**src/hw/rtl/pvvs_ram.sv**
```systemverilog
// ----------------------------------------------------------------------------
// pvvs_ram
// generic single-write, single-read ram with registered read data
// ----------------------------------------------------------------------------
module pvvs_ram #(
  parameter int Width = 8,
  parameter int Depth = 16
) (
  input  logic                                  clk_i,
  input  logic                                  we_i,
  input  logic [((Depth > 1) ? $clog2(Depth) : 1)-1:0] waddr_i,
  input  logic [Width-1:0]                      wdata_i,
  input  logic [((Depth > 1) ? $clog2(Depth) : 1)-1:0] raddr_i,
  output logic [Width-1:0]                      rdata_o
);

  logic [Width-1:0] mem_q [Depth];

  always_ff @(posedge clk_i) begin
    if (we_i) begin
      mem_q[waddr_i] <= wdata_i;
    end
    rdata_o <= mem_q[raddr_i];
  end

endmodule

```
**config.mk**
```make
export PLATFORM = sky130hd
export DESIGN_NAME = pvvs_ram
export DESIGN_NICKNAME = d
export VERILOG_FILES = /design/src/hw/rtl/pvvs_ram.sv
export SDC_FILE = /design/constraint.sdc
export NUM_CORES = 1
export LEC_CHECK = 0
export BUFFER_PORTS_ARGS = -buffer_cell sky130_fd_sc_hd__buf_2
export CORE_MARGIN = 2
export CORE_UTILIZATION = 60
export CTS_CLUSTER_SIZE = 20
export DETAILED_ROUTE_END_ITERATION = 8
export PLACE_DENSITY = 0.78
export REMOVE_ABC_BUFFERS = 1
export SYNTH_ARGS = -nofsm -noshare
export SYNTH_HDL_FRONTEND = slang
export SYNTH_SLANG_ARGS = --single-unit
```
**constraint.sdc**
```tcl
create_clock -name clk_i -period 1.9 [get_ports clk_i]
set_input_delay 0 -clock clk_i [delete_from_list [all_inputs] [get_ports clk_i]]
set_output_delay 0 -clock clk_i [all_outputs]
set_load 0.005 [all_outputs]
```
======== After elaboration in Yosys (flattened, before gate mapping) ========
Memory sizes are Yosys's and may differ from the RTL's. A register that Yosys moved wholly into a read port is not among the register bits.
Cells that the tools add are included.
storage, ports and cells
  memories ................................ 1
  output and inout bits ................... 8
  register bits ........................... 0
  bits in writable memories ............... 128
memories
  name   words  width  rd ports  clocked after Yosys merged registers in  wr ports  RTL line  text
  mem_q  16     8      1         1                                        1         17        logic [Width-1:0] mem_q [Depth];
cells by class
  multiplexer cells ....................... 2
operator list
  kind              count
  2-to-1 mux 1 bit  2

======== Longest topological paths before layout ========
Gate-level depths: netlist (run 1).
  depth in word-level cells ............... 2
  depth in mapped cells ................... 5
  depth with buffers taken out ............ 3

======== Worst setup path after synthesis (run 1) ========
No wires, ideal clock.
  path type ............................... input to register
  start point ............................. input waddr_i[2] (netlist name)
  end point ............................... memory mem_q[0][0], enable pin
  stages .................................. 2
  setup slack ............................. 0.407 ns
  setup time .............................. 0.383 ns
  data arrival time ....................... 1.110 ns
  cell sequence ........................... or3b_2 > nor3_1
RTL lines
  element             RTL line  text
  start: declaration  11        input logic [((Depth > 1) ? $clog2(Depth) : 1)-1:0] waddr_i,
  end: declaration    17
Straight into the memory's write port.

==> results of run 1 <==
[what timing repair did]
item                      4_1_cts  5_1_grt
setup buffers                   0        0
hold buffers                    8        0
resized for setup               0        0
hold endpoints to repair      128        0
[synth_stat cells]
cell type / n / area [sq um]
mux4_2: 18 / 405
or3b_2: 1 / 8.76
nor3_1: 4 / 20.0
a22oi_1: 16 / 120
dfxtp_1: 8 / 160
buf_4: 1 / 7.51
nor2_1: 13 / 48.8
nand2_1: 9 / 33.8
buf_2: 3 / 15.0
nand2b_1: 2 / 12.5
and2_1: 1 / 6.26
nand3_1: 1 / 5.00
nand3b_1: 2 / 15.0
buf_6: 3 / 33.8
nor2b_1: 1 / 6.26
and2b_1: 1 / 7.51
mux4_1: 14 / 368
edfxtp_1: 128 / 3840
clkdlybuf4s25_2: 3 / 30.0
[area by class of cell]
cell class | instances | area, sq um
clock buffers | 19 | 432
repair buffers | 51 | 365
clock inverters | 13 | 154
flip-flops and latches | 136 | 4000
multi-input cells | 83 | 1060
well taps | 105 | 131
fillers | 445 | 2110
[flip-flops by register name, indices dropped and copies added (netlist names)]
name	flops
rdata_o	8
mem_q	128
[power by group through the flow]
stage / combinational, W / clock [W] / sequential, W
after floorplan: 0.000134 / 0 / 0.00343
after global placement: 0.000294 / 0 / 0.00343
after detailed placement: 0.000302 / 0 / 0.00344
after CTS: 0.000317 / 0.00324 / 0.00338
after global routing: 0.000341 / 0.00334 / 0.00338
final: 0.000313 / 0.00320 / 0.00338
[path summary, 6_finish.rpt]
kind                     start     endpoint  depth (start not counted)
setup / recovery   mem_q[4][2]   rdata_o[2]                          3
hold / removal      waddr_i[0]  mem_q[4][7]                          3
setup reg to reg   mem_q[4][2]   rdata_o[2]                          3
hold reg to reg   mem_q[14][0]   rdata_o[0]                          3
[worst max-delay path, stage by stage (launching register included)]
cell and delay, ns:
edfxtp_1 0.40, mux4_1 0.56, a22oi_1 0.20, nand2_1 0.08
[cells by family after synthesis]
| logic type | Yosys count | synth area share (%) |
|---|---|---|
| AO/OA/AOI/OAI | 16 | 2.33 |
| buffers and inverters | 10 | 1.68 |
| flip-flops | 136 | 77.8 |
| multiplexers | 32 | 15.0 |
| AND/OR/NAND/NOR | 35 | 3.18 |
[layer usage]
metal	share of wire, %	up-vias
met3	7.1	11
li1	-	1092
met2	50	103
met4	1.4	0
met1	41	1261
met5	0	-
[through the flow]
stage | setup slack (ns) | util, % | instances | hold slack (ns)
CTS | 0.520 | 74.4 | 407 | 0.0192
floorplan | 0.407 | - | 219 | 0.0989
finish | 0.547 | 74.4 | 407 | 0.0403
detailed placement | 0.420 | 66.3 | 367 | 0.379
global placement | 0.449 | 66.3 | 367 | 0.374
global route | 0.452 | 74.4 | 407 | 0.0474
==> summary.txt, run 1 <==
Initial antenna violation count: 0
Ports: 26
Synthesis-to-finish area growth: 19.3%
Setup-failing EPs final: 0
GR Util met1: 32.6%
Part of the cycle the worst path needs: 71.2%
First-pass GRT wire length: 15.2 mm
Largest net degree at the start of global routing: 33
Worst Path Class, Setup: register to register
Leakage: 2.11 nW
Gate power share: 4.5%
Mapped Avg Cell Area: 22.5 sq um
TritonCTS buffer count: 17
Worst-case clock buffer depth: 2
M2 GR Usage: 35.0%
Register area share after synthesis: 77.8%
Clock Sinks: 136
Via count: 2467
Initial drt markers: 277
Gr usage total: 22.8%
Via density: 6.06
# H-tree levels: 4
Routed WL per cell: 24.3 microns
Most frequent cells in the layout: 128 x edfxtp_1, 25 x buf_2, 18 x mux4_2
Mapped cell area: 5150 sq um
CP required: 2.31 ns
Share of cells above drive strength 1: 30.5%
Fmax: 739 MHz
Sw frac: 19.9%
Most Crowded Layer GR: met2
Root Buffer: clkbuf_8
Netlist cell types: 19
Synth Instances: 229
Final count of hold timing violations: 0
Clock-pin slew on the worst setup and hold paths: 0.06 ns
Peak supply drop: 0.000808 V
Max Slew Vio Count: 0
CP endpoint kind: register
Max transition margin: 45.5%
Final net count: 307
Core box area: 8260 sq um
DR pass1 iterations: 4
Switch Pwr: 0.00137 W
Setup crit start kind: register
Synth Warn #: 0
DRC errors left: 0
GR Overflow Total: 0
CP max FO: 1
Flop pwr share: 49.0%
Synthesized flop and latch total: 136
Dpl hpwl: 5.77 mm
Cell Rows: 33
Starting Density: 62.3%
Hold crit path type: input port to register
Clk_lat worst skew: 0.52 ns
GPL Wtd Cong: 0.755
PortBufs: 25
ANT nets after route: 0
WL final: 9.88 mm
RSZ-0062 raised after global routing: no
Most common cell after layout, fill and taps aside: edfxtp_1
Die height: 96.6 microns
Met3 Usage GRT: 5.56%
Placed Area: 5480 sq um
DIE AREA: 9340 sq um
Critical path arrival: 1.76 ns
Die width: 96.6 microns
Final Cell Area: 6140 sq um
R2r setup slk: 0.55 ns
CTS tree: done
Clock power frac: 46.4%
Total negative slack: 0 ns
Status: finished, final reports clean
Clock skew: 0.00648 ns
Maxcap violations: 0
Pwr Total: 0.00689 W
Slew @ Worst Pin: 0.816 ns
Internal power: 0.00552 W
Final Critical Period: 1.35 ns
Ant diodes: 0
PD cells: 1120 nW/um^2
Vias in the first global route: 2563
Power figures use the tool's default switching activity.
==> run 2: changes to the inputs <==
Settings changed: ABC_AREA from default to 1, CORE_UTILIZATION 60 to 61, PLACE_DENSITY 0.78 to 0.79.
Clock period 1.9 ns to 1.35 ns, I/O delays scaled along.
==> summary.txt, run 2 <==
Status: finished, final reports clean
Max incr delay on CP: 0.39 ns
Gr usage total: 28.5%
M2 GR Usage: 46.4%
Largest net degree at the start of global routing: 65
Starting Density: 62.7%
Mapped Avg Cell Area: 10.5 sq um
Core box area: 9200 sq um
Share of the synthesized area in the top cell type: 66.7%
GR Overflow Total: 0
Register area share after synthesis: 69.4%
Setup-failing EPs final: 0
Main flop type after synthesis: edfxtp_1
Most frequent cells in the layout: 173 x nand2_1, 128 x edfxtp_1, 100 x inv_1
Worst-case clock buffer depth: 2
Fmax: 950 MHz
Die height: 101 microns
GPL Wtd Cong: 0.810
GR Util met1: 36.8%
Sw frac: 21.3%
TritonCTS buffer count: 17
Dpl hpwl: 7.58 mm
Final Critical Period: 1.05 ns
DR pass1 iterations: 7
PortBufs: 25
Post-synth top cells: 173 x nand2_1, 128 x edfxtp_1, 100 x inv_1, 97 x nand3_1, 17 x nor2_1
Vias in the first global route: 4116
Most Crowded Layer GR: met2
CP Buf/Inv Count: 1
Part of the cycle the worst path needs: 78.0%
Leakage: 2.98 nW
Worst Setup SP: mem_q[15][3]
Ports: 26
Via density: 5.70
CP max FO: 1
CP required: 1.76 ns
Count leader, synth: nand2_1
Max Slew Vio Count: 0
Synth Warn #: 0
Switch Pwr: 0.00217 W
Hold crit path type: input port to register
Critical path, cell by cell: inv_1 -> nand2_1 -> nand3_1 -> nand3_1 -> nand3_1 -> nand2_1
Setup crit start kind: register
Top Registers: mem_q (128), rdata_o (8)
DIE AREA: 10200 sq um
First-pass GRT wire length: 21.2 mm
Via count: 4141
Met3 Usage GRT: 6.97%
Post-synth ARST share: 0%
Share of cells above drive strength 1: 12.8%
Peak supply drop: 0.00105 V
Hold Crit Start: raddr_i[1]
Synthesized flop and latch total: 136
Cell mode on critical path: nand3_1
Maxcap violations: 0
Cell Rows: 35
Synthesis-to-finish area growth: 17.5%
Pwr Total: 0.0102 W
Reg with most FFs: mem_q
Netlist cell types: 12
Synth area leaders: edfxtp_1 67%, nand2_1 11%, nand3_1 8.4%
Clock power frac: 47.4%
Routed WL per cell: 18.9 microns
Slew @ Worst Pin: 0.656 ns
Ant diodes: 0
Slowest CP cell: edfxtp_1
Clock skew: 0.00574 ns
Most common cell after layout, fill and taps aside: nand2_1
Die width: 101 microns
Gate power share: 6.0%
Critical path arrival: 1.46 ns
Non-filler cells, final: 726
Clock Sinks: 136
RSZ-0062 raised after global routing: no
Post-synth top area cell: edfxtp_1
Synth Instances: 551
CP endpoint kind: register
ANT nets after route: 0
# H-tree levels: 4
Worst Path Class, Setup: register to register
Max FFs per register: 128
Max transition margin: 56.2%
EDFF count, synth: 128
Clk_lat worst skew: 0.52 ns
Final count of hold timing violations: 0
Top delay family on crit path: simple AND/OR/NAND/NOR gates
Internal power: 0.00801 W
WL final: 13.7 mm
DRC errors left: 0
# placed instances: 685
Mapped cell area: 5770 sq um
Flop pwr share: 46.7%
Total negative slack: 0 ns
Root Buffer: clkbuf_8
Initial drt markers: 590
PD cells: 1500 nW/um^2
Initial antenna violation count: 0
Final net count: 620
CTS tree: done
Worst R2R Start: mem_q[15][3]
Clock-pin slew on the worst setup and hold paths: 0.06 ns
run 2: cell count changes after synthesis, sizes merged, moves of 16 or more:
cell / previous run / this run
nand2: 9 / 173
inv: 0 / 102
nand3: 1 / 97
mux4: 32 / 0
buf: 7 / 24
a22oi: 16 / 0
run 2: per-layer routing:
| layer | vias to the layer above | share of wire (%) |
|---|---|---|
| met5 | - | 0 |
| met4 | 0 | 3.3 |
| met3 | 44 | 9.6 |
| met2 | 279 | 50 |
| met1 | 1943 | 37 |
| li1 | 1875 | - |
run 2: worst paths after layout:
check | to | slack (ns) | cells past startpoint
max | rdata_o[3] | 0.30 | 6
min | rdata_o[0] | 0.05 | 6
max reg2reg | rdata_o[3] | 0.30 | 6
min reg2reg | rdata_o[0] | 0.67 | 6
run 2: timing repair:
| item | 4_1_cts | 5_1_grt |
|---|---|---|
| endpoints found under the hold margin | 136 | 0 |
| hold buffers | 9 | 0 |
| setup buffers | 0 | 0 |
| gates resized for setup | 0 | 0 |
run 2: power groups by stage:
| stage | registers, W | clock network [W] | logic (W) |
|---|---|---|---|
| 2_1_floorplan | 0.00483 | 0 | 0.000255 |
| 3_3_place_gp | 0.00483 | 0 | 0.000540 |
| 3_5_place_dp | 0.00484 | 0 | 0.000561 |
| 4_1_cts | 0.00475 | 0.00486 | 0.000598 |
| 5_1_grt | 0.00475 | 0.00504 | 0.000659 |
| 6_report | 0.00475 | 0.00482 | 0.000607 |
run 2: cell families after synthesis:
| family | synth area share (%) |
|---|---|
| flops | 69.4 |
| simple gates | 21.0 |
| buf+inv | 9.52 |
run 2: per-stage QoR:
step / util [%] / hold WS, ns / cell area [sq um] / worst slack (ns)
final: 73.7 / 0.0460 / 6780 / 0.297
after global routing: 73.7 / 0.0510 / 6780 / 0.252
after detailed placement: 66.0 / 0.378 / 6070 / 0.272
after global placement: 66.0 / 0.378 / 6070 / 0.300
after CTS: 73.7 / 0.0221 / 6780 / 0.321
after floorplan: - / 0.0989 / 5600 / 0.370
run 2: cell type report:
type                    count  area (sq um)
clock buffers              21           449
flip-flops and latches    136          4000
inverters                 102           383
well taps                 111           139
fillers                   578          2420
repair buffers             56           418
multi-input cells         289          1210
clock inverters            11           171
run 2: worst min-delay path: stages:
cell and delay [ns]:
buf_2 0.10, inv_2 0.12, nand3_1 0.12, nand3_1 0.07, nand3_1 0.06, nand2_1 0.04
